### config.mk
export PLATFORM = sky130hd
export DESIGN_NAME = round_robin_rotation_scheduler
export DESIGN_NICKNAME = d
export VERILOG_FILES = /design/src/sv/rrrs_pkg.sv /design/src/sv/rrrs_cell.sv /design/src/sv/round_robin_rotation_scheduler.sv
export SDC_FILE = /design/constraint.sdc
export NUM_CORES = 1
export LEC_CHECK = 0
export ABC_AREA = 1
export BUFFER_PORTS_ARGS = -buffer_cell sky130_fd_sc_hd__buf_2
export CAP_MARGIN = 20
export CORE_UTILIZATION = 50
export CTS_CLUSTER_DIAMETER = 120
export DETAILED_ROUTE_END_ITERATION = 12
export PLACE_DENSITY_LB_ADDON = 0.08
export SETUP_SLACK_MARGIN = 0.2
export SYNTH_ARGS = -nofsm -noshare
export SYNTH_HDL_FRONTEND = slang
export SYNTH_SLANG_ARGS = --single-unit
### constraint.sdc
create_clock -name aclk -period 3.1 [get_ports aclk]
set_input_delay 0.62 -clock aclk [delete_from_list [all_inputs] [get_ports aclk]]
set_output_delay 0.62 -clock aclk [all_outputs]
set_load 0.03 [all_outputs]
### src/sv/rrrs_pkg.sv
`timescale 1ns / 1ps

package rrrs_pkg;

    // Fixed field widths
    localparam int SLOT_W            = 4;
    localparam int MASK_W            = 16;
    localparam int COUNT_W           = 5;
    localparam int DEFAULT_JOB_SLOTS = 16;

    // Command broadcast to every cell of the rotation chain
    typedef enum logic [2:0] {
        CELL_HOLD,
        CELL_CLEAR,
        CELL_FILTER,
        CELL_COMPACT,
        CELL_APPEND,
        CELL_SHIFT
    } cell_op_t;

    typedef struct packed {
        cell_op_t            op;
        logic [MASK_W-1:0]   keep;
        logic [SLOT_W-1:0]   new_slot;
    } cell_cmd_t;

    // Mask of the slot numbers that exist for a given slot count
    function automatic logic [MASK_W-1:0] slot_enable(input int n);
        logic [MASK_W-1:0] m;
        m = '0;
        for (int k = 0; k < MASK_W; k++) begin
            if (k < n) begin
                m[k] = 1'b1;
            end
        end
        return m;
    endfunction

endpackage

### src/sv/rrrs_cell.sv
`timescale 1ns / 1ps

module rrrs_cell (
    input  logic                          aclk,
    input  logic                          aresetn,
    input  rrrs_pkg::cell_cmd_t           cmd,
    input  logic                          left_valid,
    input  logic                          right_valid,
    input  logic [rrrs_pkg::SLOT_W-1:0]   right_slot,
    output logic                          valid,
    output logic [rrrs_pkg::SLOT_W-1:0]   slot
);
    import rrrs_pkg::*;

    logic              valid_reg;
    logic [SLOT_W-1:0] slot_reg;

    // Gap handling: an empty cell pulls its right neighbor forward,
    // a full cell behind an empty one hands its entry over.
    logic pull;
    logic pulled;

    assign pull   = !valid_reg && right_valid;
    assign pulled = valid_reg && !left_valid;

    // Valid bit
    always_ff @(posedge aclk) begin
        if (!aresetn) begin
            valid_reg <= 1'b0;
        end else begin
            case (cmd.op)
                CELL_CLEAR:   valid_reg <= 1'b0;
                CELL_FILTER:  valid_reg <= valid_reg && cmd.keep[slot_reg];
                CELL_COMPACT: begin
                    if (pull) begin
                        valid_reg <= 1'b1;
                    end else if (pulled) begin
                        valid_reg <= 1'b0;
                    end
                end
                CELL_APPEND: begin
                    if (!valid_reg && left_valid) begin
                        valid_reg <= 1'b1;
                    end
                end
                CELL_SHIFT:   valid_reg <= right_valid;
                default:      valid_reg <= valid_reg;
            endcase
        end
    end

    // Slot payload
    always_ff @(posedge aclk) begin
        case (cmd.op)
            CELL_COMPACT: begin
                if (pull) begin
                    slot_reg <= right_slot;
                end
            end
            CELL_APPEND: begin
                if (!valid_reg && left_valid) begin
                    slot_reg <= cmd.new_slot;
                end
            end
            CELL_SHIFT:   slot_reg <= right_slot;
            default:      slot_reg <= slot_reg;
        endcase
    end

    assign valid = valid_reg;
    assign slot  = slot_reg;

endmodule

### src/sv/round_robin_rotation_scheduler.sv
`timescale 1ns / 1ps

// Round-robin rotation scheduler. The rotation lives in a chain of JOB_SLOTS
// cells, front at cell 0. A pick drops slots missing from the ready mask,
// appends newly ready slots in ascending order and grants the front slot; an
// empty mask clears the rotation. A completion removes its slot and re-appends
// it at the tail when work is left. One item at a time: an item is taken in
// the idle state. A pick with an empty mask then passes through a clear
// state and a result state. Any other item passes through a filter state, a
// compaction state that stays until no gap is left (gaps move one cell per
// step), an append state that appends one newly ready slot per step, a pop
// state on a pick, and a result state. The result state waits while the
// previous result has not been taken. A finished result sits in the output
// register and the next item is taken while it waits. ready_mask bits at or
// above JOB_SLOTS are ignored.
module round_robin_rotation_scheduler #(
    parameter int JOB_SLOTS = rrrs_pkg::DEFAULT_JOB_SLOTS
) (
    input  logic                           aclk,
    input  logic                           aresetn,
    input  logic                           s_valid,
    output logic                           s_ready,
    input  logic                           s_req_type,
    input  logic [rrrs_pkg::MASK_W-1:0]    s_ready_mask,
    input  logic [rrrs_pkg::SLOT_W-1:0]    s_done_slot,
    input  logic                           s_work_left,
    output logic                           m_valid,
    input  logic                           m_ready,
    output logic                           m_grant_valid,
    output logic [rrrs_pkg::SLOT_W-1:0]    m_grant_slot,
    output logic [rrrs_pkg::COUNT_W-1:0]   m_queue_count
);
    import rrrs_pkg::*;

    localparam logic [MASK_W-1:0] SLOT_EN = slot_enable(JOB_SLOTS);
    localparam int                CNT_W   = $clog2(JOB_SLOTS + 1);
    localparam logic              REQ_PICK = 1'b0;

    typedef enum logic [2:0] {
        ST_IDLE,
        ST_CLEAR,
        ST_FILTER,
        ST_COMPACT,
        ST_APPEND,
        ST_POP,
        ST_RESP
    } state_t;

    state_t             state_reg;
    logic               req_type_reg;
    logic [MASK_W-1:0]  keep_reg;
    logic [MASK_W-1:0]  pend_reg;
    logic [MASK_W-1:0]  member_reg;
    logic               grant_valid_reg;
    logic [SLOT_W-1:0]  grant_slot_reg;
    logic               m_valid_reg;
    logic               m_grant_valid_reg;
    logic [SLOT_W-1:0]  m_grant_slot_reg;
    logic [COUNT_W-1:0] m_queue_count_reg;

    cell_cmd_t          cmd;
    logic               cell_valid [JOB_SLOTS];
    logic [SLOT_W-1:0]  cell_slot  [JOB_SLOTS];

    // Cell chain
    for (genvar i = 0; i < JOB_SLOTS; i++) begin : g_cell
        logic              lv;
        logic              rv;
        logic [SLOT_W-1:0] rs;
        if (i == 0) begin : g_first
            assign lv = 1'b1;
        end else begin : g_mid
            assign lv = cell_valid[i-1];
        end
        if (i == JOB_SLOTS - 1) begin : g_last
            assign rv = 1'b0;
            assign rs = '0;
        end else begin : g_inner
            assign rv = cell_valid[i+1];
            assign rs = cell_slot[i+1];
        end
        rrrs_cell u_cell (
            .aclk        (aclk),
            .aresetn     (aresetn),
            .cmd         (cmd),
            .left_valid  (lv),
            .right_valid (rv),
            .right_slot  (rs),
            .valid       (cell_valid[i]),
            .slot        (cell_slot[i])
        );
    end

    // Chain status: gaps, fill level and length
    logic             has_gap;
    logic             chain_full;
    logic [CNT_W-1:0] chain_len;

    always_comb begin
        has_gap   = 1'b0;
        chain_len = '0;
        for (int i = 0; i < JOB_SLOTS - 1; i++) begin
            has_gap = has_gap | (!cell_valid[i] && cell_valid[i+1]);
        end
        for (int i = 0; i < JOB_SLOTS; i++) begin
            if (!cell_valid[i] && (i == 0 || cell_valid[(i == 0) ? 0 : i-1])) begin
                chain_len = chain_len | CNT_W'(i);
            end
        end
        if (cell_valid[JOB_SLOTS-1]) begin
            chain_len = CNT_W'(JOB_SLOTS);
        end
    end

    assign chain_full = cell_valid[JOB_SLOTS-1];

    // Lowest pending slot to append
    logic [MASK_W-1:0] low_bit;
    logic [SLOT_W-1:0] low_idx;

    always_comb begin
        low_bit = pend_reg & (~pend_reg + MASK_W'(1));
        low_idx = '0;
        for (int k = 0; k < MASK_W; k++) begin
            if (low_bit[k]) begin
                low_idx = low_idx | SLOT_W'(k);
            end
        end
    end

    // Input decode
    logic [MASK_W-1:0] mask_in;
    logic [MASK_W-1:0] done_bit;
    logic              done_ok;

    assign mask_in  = s_ready_mask & SLOT_EN;
    assign done_bit = MASK_W'(1) << s_done_slot;
    assign done_ok  = (32'(s_done_slot) < JOB_SLOTS);

    // Command to the chain
    always_comb begin
        cmd.op       = CELL_HOLD;
        cmd.keep     = keep_reg;
        cmd.new_slot = low_idx;
        case (state_reg)
            ST_CLEAR:   cmd.op = CELL_CLEAR;
            ST_FILTER:  cmd.op = CELL_FILTER;
            ST_COMPACT: cmd.op = CELL_COMPACT;
            ST_APPEND: begin
                if (pend_reg != '0) begin
                    cmd.op = CELL_APPEND;
                end
            end
            ST_POP:     cmd.op = CELL_SHIFT;
            default:    cmd.op = CELL_HOLD;
        endcase
    end

    assign s_ready = (state_reg == ST_IDLE);

    // Output register loads when the result is ready and the slot is free
    logic out_load;

    assign out_load = (state_reg == ST_RESP) && (!m_valid_reg || m_ready);

    // Sequencer and output register
    always_ff @(posedge aclk) begin
        if (!aresetn) begin
            state_reg   <= ST_IDLE;
            member_reg  <= '0;
            m_valid_reg <= 1'b0;
        end else begin
            if (out_load) begin
                m_valid_reg <= 1'b1;
            end else if (m_valid_reg && m_ready) begin
                m_valid_reg <= 1'b0;
            end
            case (state_reg)
                ST_IDLE: begin
                    if (s_valid) begin
                        req_type_reg    <= s_req_type;
                        grant_valid_reg <= 1'b0;
                        grant_slot_reg  <= '0;
                        if (s_req_type == REQ_PICK) begin
                            keep_reg   <= mask_in;
                            pend_reg   <= mask_in & ~member_reg;
                            member_reg <= member_reg & mask_in;
                            state_reg  <= (mask_in == '0) ? ST_CLEAR : ST_FILTER;
                        end else if (done_ok) begin
                            keep_reg   <= ~done_bit;
                            pend_reg   <= s_work_left ? done_bit : '0;
                            member_reg <= member_reg & ~done_bit;
                            state_reg  <= ST_FILTER;
                        end else begin
                            keep_reg  <= '1;
                            pend_reg  <= '0;
                            state_reg <= ST_FILTER;
                        end
                    end
                end
                ST_CLEAR: begin
                    member_reg <= '0;
                    state_reg  <= ST_RESP;
                end
                ST_FILTER: begin
                    state_reg <= ST_COMPACT;
                end
                ST_COMPACT: begin
                    if (!has_gap) begin
                        state_reg <= ST_APPEND;
                    end
                end
                ST_APPEND: begin
                    if (pend_reg != '0) begin
                        pend_reg <= pend_reg & ~low_bit;
                        if (!chain_full) begin
                            member_reg <= member_reg | low_bit;
                        end
                    end else begin
                        state_reg <= (req_type_reg == REQ_PICK) ? ST_POP : ST_RESP;
                    end
                end
                ST_POP: begin
                    if (cell_valid[0]) begin
                        grant_valid_reg <= 1'b1;
                        grant_slot_reg  <= cell_slot[0];
                        member_reg      <= member_reg & ~(MASK_W'(1) << cell_slot[0]);
                    end
                    state_reg <= ST_RESP;
                end
                ST_RESP: begin
                    if (out_load) begin
                        m_grant_valid_reg <= grant_valid_reg;
                        m_grant_slot_reg  <= grant_slot_reg;
                        m_queue_count_reg <= COUNT_W'(chain_len);
                        state_reg         <= ST_IDLE;
                    end
                end
                default: state_reg <= ST_IDLE;
            endcase
        end
    end

    assign m_valid       = m_valid_reg;
    assign m_grant_valid = m_grant_valid_reg;
    assign m_grant_slot  = m_grant_slot_reg;
    assign m_queue_count = m_queue_count_reg;

    // Membership rebuilt from the chain, for checking
    logic [MASK_W-1:0] member_chk;

    always_comb begin
        member_chk = '0;
        for (int i = 0; i < JOB_SLOTS; i++) begin
            if (cell_valid[i]) begin
                member_chk = member_chk | (MASK_W'(1) << cell_slot[i]);
            end
        end
    end

    // Appends only ever see a gap-free chain
    a_compact_before_append: assert property (@(posedge aclk) disable iff (!aresetn)
        state_reg == ST_APPEND |-> !has_gap)
        else $error("rotation chain has a gap during append");

    // Member flags agree with the chain between items
    a_member_match: assert property (@(posedge aclk) disable iff (!aresetn)
        state_reg == ST_IDLE |-> member_reg == member_chk)
        else $error("member flags disagree with rotation chain");

    // A result without a grant carries slot zero
    a_no_grant_zero: assert property (@(posedge aclk) disable iff (!aresetn)
        m_valid && !m_grant_valid |-> m_grant_slot == '0)
        else $error("grant slot nonzero without grant");

    // A pick that finds work always grants
    a_pick_grants: assert property (@(posedge aclk) disable iff (!aresetn)
        state_reg == ST_POP |-> cell_valid[0])
        else $error("pick reached pop with empty rotation");

endmodule

==> impl_metrics.tcl <==
set metrics [dict create \
    globalRoute.totalOverflow 0 \
    net-switching-power_mw 4.15 \
    outcome "completed" \
    largest_reg_flops 64 \
    sw_frac_of_total_pct 44.2 \
    power.total_mw 9.38 \
    die_h_um 149 \
    synth-seq-cells 148 \
    grt_usage_pct 35.5 \
    crit_path_top_delay_cell "nor3b_1" \
    rows 53 \
    clkTransAtPathRegs_ns 0.07 \
    relSlewSlack_pct 34.4 \
    hold_viol 0 \
    drv_cap 0 \
    final_common_cell "nand2_1" \
    required_ns 3.14 \
    cpPeakStageDelay_ns 0.80 \
    setup_viol 0 \
    mostFrequentLayoutCells "nand2_1, nand3_1, nor2_1" \
    synth-simple-area-share_pct 40.4 \
    cts_sinks 148 \
    layout-drive-gt1-share_pct 9.37 \
    die_area_mm2 0.0223 \
    ir_worst_vdd_mv 0.552 \
    path_cells "nor2_4, nand2_4, nor2_4, nand2_4, nand2_4, nand2_1, nor2_2, nor3b_1" \
    htree_num_levels 4 \
    worstHoldPathType "flip-flop to flip-flop" \
    cts_tree "done" \
    portBuffers 37 \
    syn_avg_cell_area_um2 6.59 \
    vias_per_cell 5.78 \
    nets 1678 \
    p_int_mw 5.23 \
    pwr-share-clk_pct 23.4 \
    cts_root_buf "clkbuf_16" \
    wl_per_cell_um 19.7 \
    synth_adder_area_share_pct 0 \
    finalCritPeriodShare_pct 82.8 \
    grt_max_degree 31 \
    finalCriticalPeriod_ns 2.57 \
    synth-xor-area-share_pct 0 \
    diodes 0 \
    grt_pass1_vias 9950 \
    utilization_pct 55.7 \
    combinationalPowerShare_pct 41.7 \
    seq_area_frac_synth_pct 37.6 \
    synth_top_family_by_area "simple AND/OR/NAND/NOR gates" \
    powerDensity_mw_per_mm2 796 \
    cpMostUsedCell "nand2_4" \
    drv_slew 0 \
    tns_ns 0 \
    cts_hold_buffers 0 \
    antenna_found_initial 1 \
    drc 0 \
    hp-start "grant_slot_reg[2]$_SDFFCE_PN0P_" \
    startpoint "pend_reg[0]$_SDFFCE_PP0P_" \
    hpwl_um 28100 \
    ioPinCount 38 \
    cts_buffers 17 \
    die_w_um 149 \
    clkLatencyLatePin_ns 0.43 \
    rsz0062_at_grt "false" \
    syn_area_mm2 0.0109 \
    criticalPathCategory "flip-flop to flip-flop" \
    path_max_fanout 16 \
    power.leakage_nw 5.31 \
    synth_compound_area_share_pct 11.9 \
    r2r_start "pend_reg[0]$_SDFFCE_PP0P_" \
    syn_nets 1675 \
    cp-start-kind "flip-flop" \
    finClkSkew_ns 0.0104 \
    wirelength_um 38200 \
    ctsResizeCount 0 \
    core_mm2 0.0212 \
    synth.area.mux_share_pct 0 \
    clk_path_buf_depth 2 \
    num_vias 11219 \
    start_util_pct 51.4 \
    gp_congestion 0.965 \
    critPathCaptureType "flip-flop" \
    post_cts_buffers 0 \
    drt_first_pass_iters 8 \
    fmax_ghz 0.390 \
    grt_pass1_wl_um 59100 \
    crit_arrival_ns 2.61 \
    yosysWarnings 0 \
    pwr-share-seq_pct 34.9 \
    ys_types 47 \
    postRouteAntennaNets 0 \
    dr.first_iter.drc_count 1333 \
    syn_to_final_growth_pct 8.37 \
    synthCells 1649 \
    worstMarginPinSlew_ns 0.978 \
]
metrics by stage:
stage / area (µm²) / instances / worst slack (ns) / hold WS [ns]
finish: 11800 / 1940 / 0.534 / 0.432
global route: 11800 / 1940 / 0.309 / 0.438
CTS: 11800 / 1940 / 0.570 / 0.436
detailed placement: 11200 / 1908 / 0.592 / 0.408
global placement: 11200 / 1908 / 0.604 / 0.416
floorplan: 10900 / 1649 / 0.243 / 0.400
worst paths after layout:
check | end | slack [ns] | cells past startpoint
setup reg to reg | g_cell[12].u_cell.slot[3]$_DFFE_PP_ | 0.53 | 8
setup / recovery | g_cell[12].u_cell.slot[3]$_DFFE_PP_ | 0.53 | 8
hold reg to reg | m_grant_slot[2]$_DFFE_PP_ | 0.43 | 0
hold / removal | m_grant_slot[2]$_DFFE_PP_ | 0.43 | 0
layer usage:
layer  GRT usage (%)  share of wire [%]
met1            53.0                 44
met2            49.0                 41
met3            10.2                 13
met4            10.2                2.2
met5               0              0.094
logic make-up (layout without fill, tap and decap cells):
family,count (synthesis),count (layout)
flip-flops,148,148
buffers and inverters,264,280
AND/OR/NAND/NOR,1014,1014
AO/OA/AOI/OAI,223,223
cell usage after synthesis (all sizes together):
| master | count | area share [%] |
|---|---|---|
| o32ai | 1 | 0.081 |
| buf | 43 | 2.4 |
| nand3 | 241 | 12 |
| a31oi | 5 | 0.29 |
| edfxtp | 112 | 31 |
| nor3b | 10 | 0.69 |
| clkinv | 27 | 0.93 |
| a41oi | 1 | 0.081 |
| a21boi | 1 | 0.069 |
| clkbuf | 26 | 0.91 |
| o2111ai | 1 | 0.081 |
| nand3b | 3 | 0.21 |
| inv | 168 | 5.8 |
| o21a | 2 | 0.14 |
| a22oi | 1 | 0.069 |
| nand4 | 13 | 0.81 |
| a2111oi | 1 | 0.081 |
| or2 | 3 | 0.17 |
| o211ai | 4 | 0.28 |
| o21bai | 1 | 0.069 |
| a2bb2oi | 1 | 0.081 |
| dfxtp | 36 | 6.6 |
| nor3 | 21 | 0.97 |
| nor2 | 189 | 7.1 |
| nor4 | 1 | 0.058 |
| nand2 | 533 | 19 |
| a21oi | 81 | 3.8 |
| o21ai | 114 | 6.2 |
| a221oi | 2 | 0.16 |
| o22ai | 3 | 0.17 |
| o31ai | 4 | 0.28 |
final cells by class:
type                       count  area, µm²
multi-input combinational   1237       5690
clock inverter                13        185
fill                        2126       9370
sequential                   148       4080
clock buffer                  19        433
inverter                     195        737
timing repair buffer          53        305
tap                          275        344
critical path, delay by kind of cell (launching register included):
family / cells / cell delay, ns
AND/OR/NAND/NOR: 8 / 1.70
flip-flops: 1 / 0.46
power by group through the flow:
stage                     Clock (mW)  Combinational [mW]  Sequential, mW
after floorplan                    0                2.97            3.02
after global placement             0                3.77            3.28
after detailed placement           0                3.80            3.28
after CTS                       2.21                3.82            3.25
after global routing            2.29                4.35            3.31
final                           2.20                3.91            3.27
(Power assumes the default switching activity.)
